<file path="src/rtl/gwt_pkg.sv">
`default_nettype none
package gwt_pkg;

    localparam int NODES_DEF    = 4096;
    localparam int MAX_WORD_DEF = 16;
    localparam int ALPHABET     = 32;
    localparam int LETTER_W     = 5;
    localparam int CHAR_W       = 8;
    localparam int NODE_W       = 12;
    localparam int COUNT_W      = 16;

    localparam logic [1:0] OP_INSERT = 2'd0;
    localparam logic [1:0] OP_TEST   = 2'd1;
    localparam logic [1:0] OP_FOLLOW = 2'd2;
    localparam logic [1:0] OP_NONE   = 2'd3;

    localparam logic [1:0] STAT_OK      = 2'd0;
    localparam logic [1:0] STAT_INVALID = 2'd1;
    localparam logic [1:0] STAT_FAIL    = 2'd2;

    localparam logic [7:0] CH_PLUS  = 8'd43;
    localparam logic [7:0] CH_QUERY = 8'd63;
    localparam logic [7:0] CH_UPPER_A = 8'd65;
    localparam logic [7:0] CH_UPPER_Z = 8'd90;
    localparam logic [7:0] CH_LOWER_A = 8'd97;
    localparam logic [7:0] CH_LOWER_Z = 8'd122;
    localparam logic [7:0] CASE_SHIFT = 8'd32;
    localparam logic [7:0] LETTER_BASE = 8'd96;
    localparam logic [4:0] IDX_SEP   = 5'd0;
    localparam logic [4:0] IDX_QUERY = 5'd31;

    typedef struct packed {
        logic [1:0]          operation;
        logic [CHAR_W-1:0]   character;
        logic                last;
        logic [NODE_W-1:0]   node;
    } item_t;

    typedef struct packed {
        logic [1:0]          status;
        logic                found;
        logic [NODE_W-1:0]   edge_dest;
        logic                in_letter_set;
        logic [COUNT_W-1:0]  word_count;
    } result_t;

    typedef struct packed {
        logic [1:0]          operation;
        logic [LETTER_W-1:0] letter;
        logic                bad;
        logic                last;
        logic [NODE_W-1:0]   node;
    } cmd_t;

    typedef enum logic [3:0] {
        S_CLEAR,
        S_IDLE,
        S_FOLLOW,
        S_WALK,
        S_WALK_CHK,
        S_LS_RD,
        S_LS_WR,
        S_FORCE_RD,
        S_FORCE_CHK,
        S_DONE
    } state_t;

    typedef enum logic [1:0] {
        PH_LEFT,
        PH_SEP,
        PH_FORCED,
        PH_TEST
    } phase_t;

    function automatic logic [LETTER_W:0] letter_map(input logic [CHAR_W-1:0] c);
        logic [CHAR_W-1:0] lc;
        logic [LETTER_W:0] r;
        lc = c;
        if (c >= CH_UPPER_A && c <= CH_UPPER_Z)
        begin
            lc = c + CASE_SHIFT;
        end
        priority if (lc == CH_PLUS)
        begin
            r = {1'b1, IDX_SEP};
        end
        else if (lc == CH_QUERY)
        begin
            r = {1'b1, IDX_QUERY};
        end
        else if (lc >= CH_LOWER_A && lc <= CH_LOWER_Z)
        begin
            r = {1'b1, LETTER_W'(lc - LETTER_BASE)};
        end
        else
        begin
            r = '0;
        end
        return r;
    endfunction

endpackage
`default_nettype wire

</file>
<file path="src/rtl/gwt_front.sv">
`default_nettype none
module gwt_front (
    input  wire logic          clk,
    input  wire logic          rst_n,
    input  wire logic          push,
    output logic               full,
    input  wire gwt_pkg::item_t item,
    input  wire logic          hold,
    output logic               cmd_valid,
    input  wire logic          cmd_take,
    output gwt_pkg::cmd_t      cmd
);

    gwt_pkg::cmd_t q_reg [2];
    gwt_pkg::cmd_t enq_cmd;
    logic          wr_ptr_reg, wr_ptr_next;
    logic          rd_ptr_reg, rd_ptr_next;
    logic [1:0]    count_reg, count_next;
    logic [gwt_pkg::LETTER_W:0] mapped;
    logic          enq;
    logic          deq;

    assign full      = (count_reg == 2'd2) || hold;
    assign cmd_valid = (count_reg != 2'd0);
    assign cmd       = q_reg[rd_ptr_reg];

    always_comb
    begin
        mapped            = gwt_pkg::letter_map(item.character);
        enq_cmd.operation = item.operation;
        enq_cmd.letter    = mapped[gwt_pkg::LETTER_W-1:0];
        enq_cmd.bad       = !mapped[gwt_pkg::LETTER_W];
        enq_cmd.last      = item.last;
        enq_cmd.node      = item.node;
        enq         = push && !full && (item.operation != gwt_pkg::OP_NONE);
        deq         = cmd_take && cmd_valid;
        wr_ptr_next = enq ? !wr_ptr_reg : wr_ptr_reg;
        rd_ptr_next = deq ? !rd_ptr_reg : rd_ptr_reg;
        count_next  = count_reg + {1'b0, enq} - {1'b0, deq};
    end

    always_ff @(posedge clk or negedge rst_n)
    begin
        if (!rst_n)
        begin
            wr_ptr_reg <= 1'b0;
            rd_ptr_reg <= 1'b0;
            count_reg  <= 2'd0;
        end
        else
        begin
            wr_ptr_reg <= wr_ptr_next;
            rd_ptr_reg <= rd_ptr_next;
            count_reg  <= count_next;
        end
    end

    always_ff @(posedge clk)
    begin
        if (enq)
        begin
            q_reg[wr_ptr_reg] <= enq_cmd;
        end
    end

endmodule
`default_nettype wire

</file>
<file path="config.mk">
export PLATFORM = sky130hd
export DESIGN_NAME = gwt_front
export DESIGN_NICKNAME = d
export VERILOG_FILES = /design/src/rtl/gwt_pkg.sv /design/src/rtl/gwt_front.sv
export SDC_FILE = /design/constraint.sdc
export NUM_CORES = 1
export LEC_CHECK = 0
export BUFFER_PORTS_ARGS = -buffer_cell sky130_fd_sc_hd__buf_2
export CORE_UTILIZATION = 51
export DETAILED_ROUTE_END_ITERATION = 7
export PLACE_DENSITY = 0.78
export SYNTH_ARGS = -nofsm -noshare
export SYNTH_HDL_FRONTEND = slang
export SYNTH_SLANG_ARGS = --single-unit
</file>
<file path="constraint.sdc">
create_clock -name clk -period 3 [get_ports clk]
set_clock_uncertainty 0.15 [all_clocks]
set_input_delay 0.6 -clock clk [delete_from_list [all_inputs] [get_ports clk]]
set_output_delay 0.6 -clock clk [all_outputs]
set_load 0.02 [all_outputs]
</file>
Word-level counts from Yosys, hierarchy flattened
Memory sizes are Yosys's and may differ from the RTL's.
Index checks and enable logic that the tools add are counted.
W data, S select, Z words.
{ "classes": {"eq_ne": 4, "n_addsub": 4, "magnitude_cmp": 4, "n_reduce_logical": 11, "muxes": 6} }
{ "ops": {"columns": ["op", "count"], "rows": [
  ["$mux W6", 3],
  ["$eq A8 B6 Y1 const B", 2],
  ["$ge A8 B7 Y1 const B", 2],
  ["$le A8 B7 Y1 const B", 2],
  ["$add A8 B6 Y8 const B", 1],
  ["$mux W8", 1],
  ["$logic_and A1 B1 Y1", 5],
  ["$sub A5 B1 Y5 const B", 1],
  ["$logic_not A1 Y1", 4],
  ["$add A2 B1 Y2", 1],
  ["$eq A2 B2 Y1 const B", 1],
  ["$mux W1", 2],
  ["$ne A2 B2 Y1 const B", 1],
  ["$reduce_bool A2 Y1", 1],
  ["$sub A2 B1 Y2", 1],
  ["$logic_or A1 B1 Y1", 1]
]} }
{ "totals": {"memories": 1, "input_bits": 28, "elab_cells": 33, "ramBits": 42, "regBits": 4, "out_inout_bits": 23} }
{ "mem_list": {"columns": ["name", "words", "width", "read_ports", "rd_clocked_by_memory_dff", "wr", "line_no", "rtl"], "rows": [
  ["q_reg", 2, 21, 1, 0, 1, "gwt_front.sv:14", "gwt_pkg::cmd_t q_reg [2];"]
]} }

Depth between registers and ports, before layout
Gate-level depths: netlist of the first run.
{ "depth": {"depth_word": 9, "mapped_depth": 8, "mapped_depth_nobuf": 8} }

Worst setup path after synthesis of the first run
OpenSTA, ideal clock, no wires.
{ "synth_timing": {"path_type": "in2reg", "start": "input hold", "end": "memory q_reg[0][0] (netlist bit), enable pin", "n_path_buf": 0, "required_time_ns": 2.451, "stages": 3, "setup_ns": 0.399, "t_arrival_ns": 1.840, "setup_slack_ns": 0.611, "cell_sequence": "a21oi_1 > nand3_1 > nor2_1"} }
{ "synth_via": {"elab_chain_len": 6} }
{ "synth_rtl": {"columns": ["element", "line_no", "rtl"], "rows": [
  ["from (decl)", "gwt_front.sv:8", "input wire logic hold,"],
  ["$logic_or A1 B1 Y1", "gwt_front.sv:23", "assign full = (count_reg == 2'd2) || hold;"],
  ["$logic_not A1 Y1", "gwt_front.sv:35", "enq = push && !full && (item.operation != gwt_pkg::OP_NONE);"],
  ["$logic_and A1 B1 Y1 (2 in series)", "gwt_front.sv:35", null],
  ["$mux W1", "gwt_front.sv:60", "if (enq)"],
  ["$mux W1 (implied by the code)", "gwt_front.sv:62", "q_reg[wr_ptr_reg] <= enq_cmd;"],
  ["to (decl)", "gwt_front.sv:14", null]
]} }
Every way passes these cells.

==> out/metrics.cfg, run 1 <==
[hold_path]
hp-class=in -> reg

[sta]
relSlewSlack=0.751
period_needed_ns=2.35
post-route-period-util=0.783
grt_setup_unrepaired=false
finalMaxSlewViolations=0
setup_tns_ns=0
hold_viol=0
worst_pin_slew_ns=0.372
setup_viol=0
clock.fmax_ghz=0.426

[grt]
grt_pass1_vias=1147
grt_pass1_wl_um=5040
grt_max_degree=22
grt_antenna_before_repair=0
grt_use_total=0.172
grt-ovfl-total=0

[yosys]
muxShareOfSynthArea=0.125
synthDominantCellAreaShare=0.668
synthSimpleGateAreaFrac=0.0438
synth_ff_type=edfxtp_1
seq_area_frac_synth=0.721
synth_fa_ha_area_frac=0.0199
synth_xor_area_frac=0.0232
synth.area.top_cells=edfxtp_1, mux2_2, dfrtp_1
synth-async-reset-ratio=0.0870
synth.largest_area_cell=edfxtp_1
syn_area_um2=1890
synth_edf_count=42
synth_compound_gate_area_share=0.0491
synthesis.yosys.warnings=0
synth_cell_type_count=25
synth_top_family_by_area=multiplexers
synth_fp_nets=142
syn_avg_cell_area_um2=17.0
syn_inst=111
synth_seq_cells=46

[power_and_ir_drop]
pwr-share-clk=0.236
p_int_mw=1.31
p_sw_frac=0.309
powerDensity_nw_per_um2=808
p_leak_nw=0.935
ir_drop_v=0.000471
power.switching_mw=0.585
p_comb_frac=0.320
seqPwrFrac=0.444

[finish]
syn_to_final_growth_pct=24.2
drive_gt1_frac=0.517
stdcell_count=218
nets=202
antenna_cells=0
largest_register_ffs=42

[cts]
ctsHtreeMaxLevel=2
clk_pin_slew_ns=0.08
cts_buffer_depth=2
cts_tree=yes
root_buffer=clkbuf_8
cts_made_buffers=5
cts.sinks=46
insertion_delay_ns=0.29

[floorplanning]
rows=21
die-height_um=62.8
ios=51
die_x_um=62.8
core_area_um2=3440
dieArea_um2=3950
initial_utilization=0.548

[drt]
drcViolationCount=0
via_per_inst=5.15
routedWlPerCell_um=14.2
ant_nets=0
drt_iter0_drc=28
vias=1122
routed_wl_um=3110
drtPass1Iterations=4

[critical_path]
cpPeakStageDelay_ns=0.54
cp.arrival_ns=1.60
slowest_stage=dfrtp_1
crit_fanout=9
worstPathRequired_ns=2.25
crit_type=reg -> out
endpoint_kind=primary output
worstSetupStartpointType=flip-flop
cp_cell_sequence=buf_4 -> mux2_2 -> buf_2

[place]
hpwl_um=2190
portBuffers=50
routabilityCongestion=0.727
dp.cells=209

[run]
maxCapViolCount=0

[status]
status=complete, no violations

[logic make-up (layout without fill, tap and decap cells)]
logic type,after synthesis,count (layout)
AND/OR/NAND/NOR,16,16
AO/OA/AOI/OAI,12,12
XOR/XNOR,5,5
adder cells (fa/ha/maj),3,3
flip-flops,46,46
buffers and inverters,8,69
multiplexers,21,21
[area by class of cell]
class                      count  area, um^2
sequential                    46        1360
fill                         258        1100
multi-input combinational     57         498
timing repair buffer          55         290
clock buffer                   5        68.8
tap                           46        57.6
clock inverter                 3        45.0
inverter                       6        22.5
[path summary, 6_finish.rpt]
path / to / start / cells past startpoint / slack, ns
min reg2reg: count_reg[1]$_DFF_PN0_ / count_reg[1]$_DFF_PN0_ / 1 / 0.38
min in group asynchronous: count_reg[0]$_DFF_PN0_ / rst_n / 2 / 0.49
max: cmd[19] / rd_ptr_reg$_DFFE_PN0P_ / 3 / 0.65
max reg2reg: count_reg[1]$_DFF_PN0_ / count_reg[1]$_DFF_PN0_ / 7 / 1.06
max in group asynchronous: count_reg[1]$_DFF_PN0_ / rst_n / 2 / 2.10
min: q_reg[0][11]$_DFFE_PP_ / item[11] / 1 / 0.34
[through the flow]
step	area (um^2)	utilization	power [mW]	hold WS (ns)	worst slack [ns]
2_1_floorplan	1890	-	1.26	0.154	0.611
3_3_place_gp	2220	0.645	1.44	0.258	0.904
3_5_place_dp	2220	0.645	1.47	0.260	0.816
4_1_cts	2340	0.681	1.91	0.335	0.614
5_1_grt	2340	0.681	1.97	0.331	0.538
6_report	2340	0.681	1.89	0.340	0.651
[worst max-delay path, delay by kind of cell, from the launching register on]
family | cells | cell delay [ns]
buf+inv | 2 | 0.41
flops | 1 | 0.54
mux | 1 | 0.36
[synthesized netlist by cell type, types with 2 or more instances]
| cell | instances |
|---|---|
| a21oi_1 | 2 |
| nand3_1 | 3 |
| and2_1 | 2 |
| nor2_1 | 4 |
| buf_2 | 2 |
| inv_1 | 6 |
| ha_1 | 3 |
| dfrtp_1 | 4 |
| xnor2_1 | 4 |
| mux2_2 | 21 |
| nand2_1 | 2 |
| edfxtp_1 | 42 |
| a21o_1 | 4 |
[routing by layer]
metal  share of wire  global-route usage
met3           0.052              0.0401
met5               0                   0
met2            0.53               0.303
met4           0.014              0.0814
met1            0.40               0.196
[cell usage in the layout, fill, tap and decap left out, drive strengths merged, types with 2 or more instances in the layout]
cell,Yosys,routed
nor2,4,4
nand2,2,2
mux2,21,21
a21oi,2,2
ha,3,3
buf,2,54
xnor2,4,4
nand3,3,3
edfxtp,42,42
dfrtp,4,4
clkbuf,0,5
a21o,5,5
clkinvlp,0,2
and2,2,2
inv,6,6
[power groups by stage]
stage	Sequential [mW]	Combinational, mW	Clock, mW
2_1_floorplan	0.831	0.433	0
6_report	0.840	0.606	0.447
3_3_place_gp	0.849	0.591	0
3_5_place_dp	0.855	0.612	0
4_1_cts	0.843	0.615	0.455
5_1_grt	0.853	0.651	0.470
[timing repair]
item	4_1_cts	5_1_grt
hold buffers	1	0
resized for setup	0	0
setup buffers	0	0
hold endpoints to repair	4	0
No activity file was read; power rests on OpenSTA's default activity.
==> run 2, diff against run 1 <==
- CORE_UTILIZATION: 51 -> 46
- PLACE_DENSITY: 0.78 -> 0.74
- clock period: 3 -> 2 ns (I/O delays scaled with it)
==> out/metrics.cfg, run 2 (synthesized netlist as in run 1, its figures left out) <==
[drt]
via_per_inst=5.07  ; was 5.15
drcViolationCount=0  ; unchanged
routed_wl_um=3270  ; was 3110 um
vias=1130  ; was 1122
drtPass1Iterations=4  ; unchanged
drt_iter0_drc=75  ; was 28
ant_nets=0  ; unchanged
routedWlPerCell_um=14.7  ; was 14.2 um

[grt]
grt_pass1_vias=1095  ; was 1147
grt_antenna_before_repair=0  ; unchanged
grt_max_degree=17  ; was 22
grt_pass1_wl_um=4860  ; was 5040 um
grt_use_total=0.160  ; was 0.172
grt-ovfl-total=0  ; unchanged

[sta]
holdWs_ns=0.137  ; was 0.340 ns
setup_tns_ns=0  ; unchanged
relSlewSlack=0.773  ; was 0.751
hold_viol=0  ; unchanged
worst_pin_slew_ns=0.340  ; was 0.372 ns
finalMaxSlewViolations=0  ; unchanged
period_needed_ns=1.96
setup_viol=0  ; unchanged
clock.fmax_ghz=0.509
post-route-period-util=0.982
grt_setup_unrepaired=true  ; was false

[power_and_ir_drop]
p_comb_frac=0.357  ; was 0.320
powerDensity_nw_per_um2=1170  ; was 808 nW/um^2
p_leak_nw=0.950  ; was 0.935 nW
p_int_mw=1.87  ; was 1.31 mW
p_sw_frac=0.320  ; was 0.309
seqPwrFrac=0.452  ; was 0.444
power.switching_mw=0.877  ; was 0.585 mW
ir_drop_v=0.000459  ; was 0.000471 V
pwr-share-clk=0.191  ; was 0.236

[place]
portBuffers=50  ; unchanged
hpwl_um=2360  ; was 2190 um
dp.cells=214  ; was 209
routabilityCongestion=0.661  ; was 0.727

[finish]
stdcell_count=223  ; was 218
antenna_cells=0  ; unchanged
largest_register_ffs=42  ; unchanged
syn_to_final_growth_pct=24.5  ; was 24.2%
final_common_cell=buf_2  ; unchanged
nets=205  ; was 202
fill_cells=295  ; was 258
mostFrequentLayoutCells=buf_2, edfxtp_1, mux2_2  ; unchanged
drive_gt1_frac=0.526  ; was 0.517

[floorplanning]
ios=51  ; unchanged
dieArea_um2=4360  ; was 3950 um^2
die_x_um=66.0  ; was 62.8 um
initial_utilization=0.497  ; was 0.548
rows=22  ; was 21
die-height_um=66.0  ; was 62.8 um
core_area_um2=3800  ; was 3440 um^2

[run]
maxCapViolCount=0  ; unchanged

[status]
status=complete, no violations  ; unchanged

[hold_path]
holdPathStages=1  ; unchanged
hp-class=in -> reg  ; unchanged

[critical_path]
reg2reg_depth=7  ; unchanged
worstPathRequired_ns=2.07  ; was 2.25 ns
worstSetupStartpointType=flip-flop  ; unchanged
endpoint_kind=flip-flop  ; was primary output
cp.arrival_ns=2.03  ; was 1.60 ns
crit_type=reg -> reg  ; was reg -> out
crit_fanout=3  ; was 9

[cts]
root_buffer=clkbuf_8  ; unchanged
clk_pin_slew_ns=0.08  ; about the same
insertion_delay_ns=0.30  ; was 0.29 ns
cts.sinks=46  ; unchanged
ctsHtreeMaxLevel=2  ; unchanged
cts_made_buffers=5  ; unchanged
cts_buffer_depth=2  ; unchanged
cts_tree=yes  ; unchanged

[run 2: final cells by class]
class / count / area, um^2 / area share
Clock buffer: 6 / 72.6 / 0.0309
Timing Repair Buffer: 58 / 317 / 0.135
Multi-Input combinational cell: 57 / 508 / 0.216
Clock inverter: 2 / 8.76 / 0.00373
Sequential cell: 46 / 1360 / 0.579
Inverter: 6 / 22.5 / 0.00958
Tap cell: 48 / 60.1 / 0.0256
[run 2: through the flow]
| step | area (um^2) | power, mW | utilization | setup WS, ns |
|---|---|---|---|---|
| floorplan | 1890 | 1.90 | - | -0.189 |
| global placement | 2240 | 2.17 | 0.591 | 0.150 |
| detailed placement | 2240 | 2.21 | 0.591 | 0.0660 |
| CTS | 2340 | 2.74 | 0.615 | 0.00965 |
| global route | 2350 | 2.87 | 0.619 | -0.0449 |
| finish | 2350 | 2.74 | 0.619 | 0.0357 |
[run 2: worst max-delay path, stage by stage (launching register included)]
cell     delay [ns]
dfrtp_1        0.41
or2_2          0.32
and2_4         0.17
ha_1           0.27
inv_1          0.04
ha_1           0.19
xnor2_2        0.14
xnor2_1        0.18
[run 2: path summary, 6_finish.rpt]
check	startpoint	to	slack, ns
max	count_reg[1]$_DFF_PN0_	count_reg[1]$_DFF_PN0_	0.04
min	item[11]	q_reg[1][11]$_DFFE_PP_	0.14
max reg2reg	count_reg[1]$_DFF_PN0_	count_reg[1]$_DFF_PN0_	0.04
min reg2reg	count_reg[1]$_DFF_PN0_	count_reg[1]$_DFF_PN0_	0.37
max in group asynchronous	rst_n	wr_ptr_reg$_DFFE_PN0P_	1.27
min in group asynchronous	rst_n	count_reg[1]$_DFF_PN0_	0.30
[run 2: what timing repair did]
item,CTS,global route
setup endpoints to repair,0,17
hold buffers,1,0
gates resized for setup,0,3
hold endpoints to repair,4,0
setup buffers,0,0
[run 2: routing by layer]
layer / up-vias / global-route usage / share of wire
li1: 544 / - / -
met1: 543 / 0.163 / 0.36
met2: 38 / 0.283 / 0.56
met3: 5 / 0.0517 / 0.058
met4: 0 / 0.0957 / 0.017
met5: - / 0 / 0
[run 2: power groups by stage]
stage	Sequential, mW	Combinational [mW]	Clock (mW)
after floorplan	1.25	0.649	0
after global placement	1.25	0.924	0
after detailed placement	1.26	0.953	0
after CTS	1.24	0.964	0.536
after global routing	1.25	1.05	0.573
final	1.24	0.979	0.525
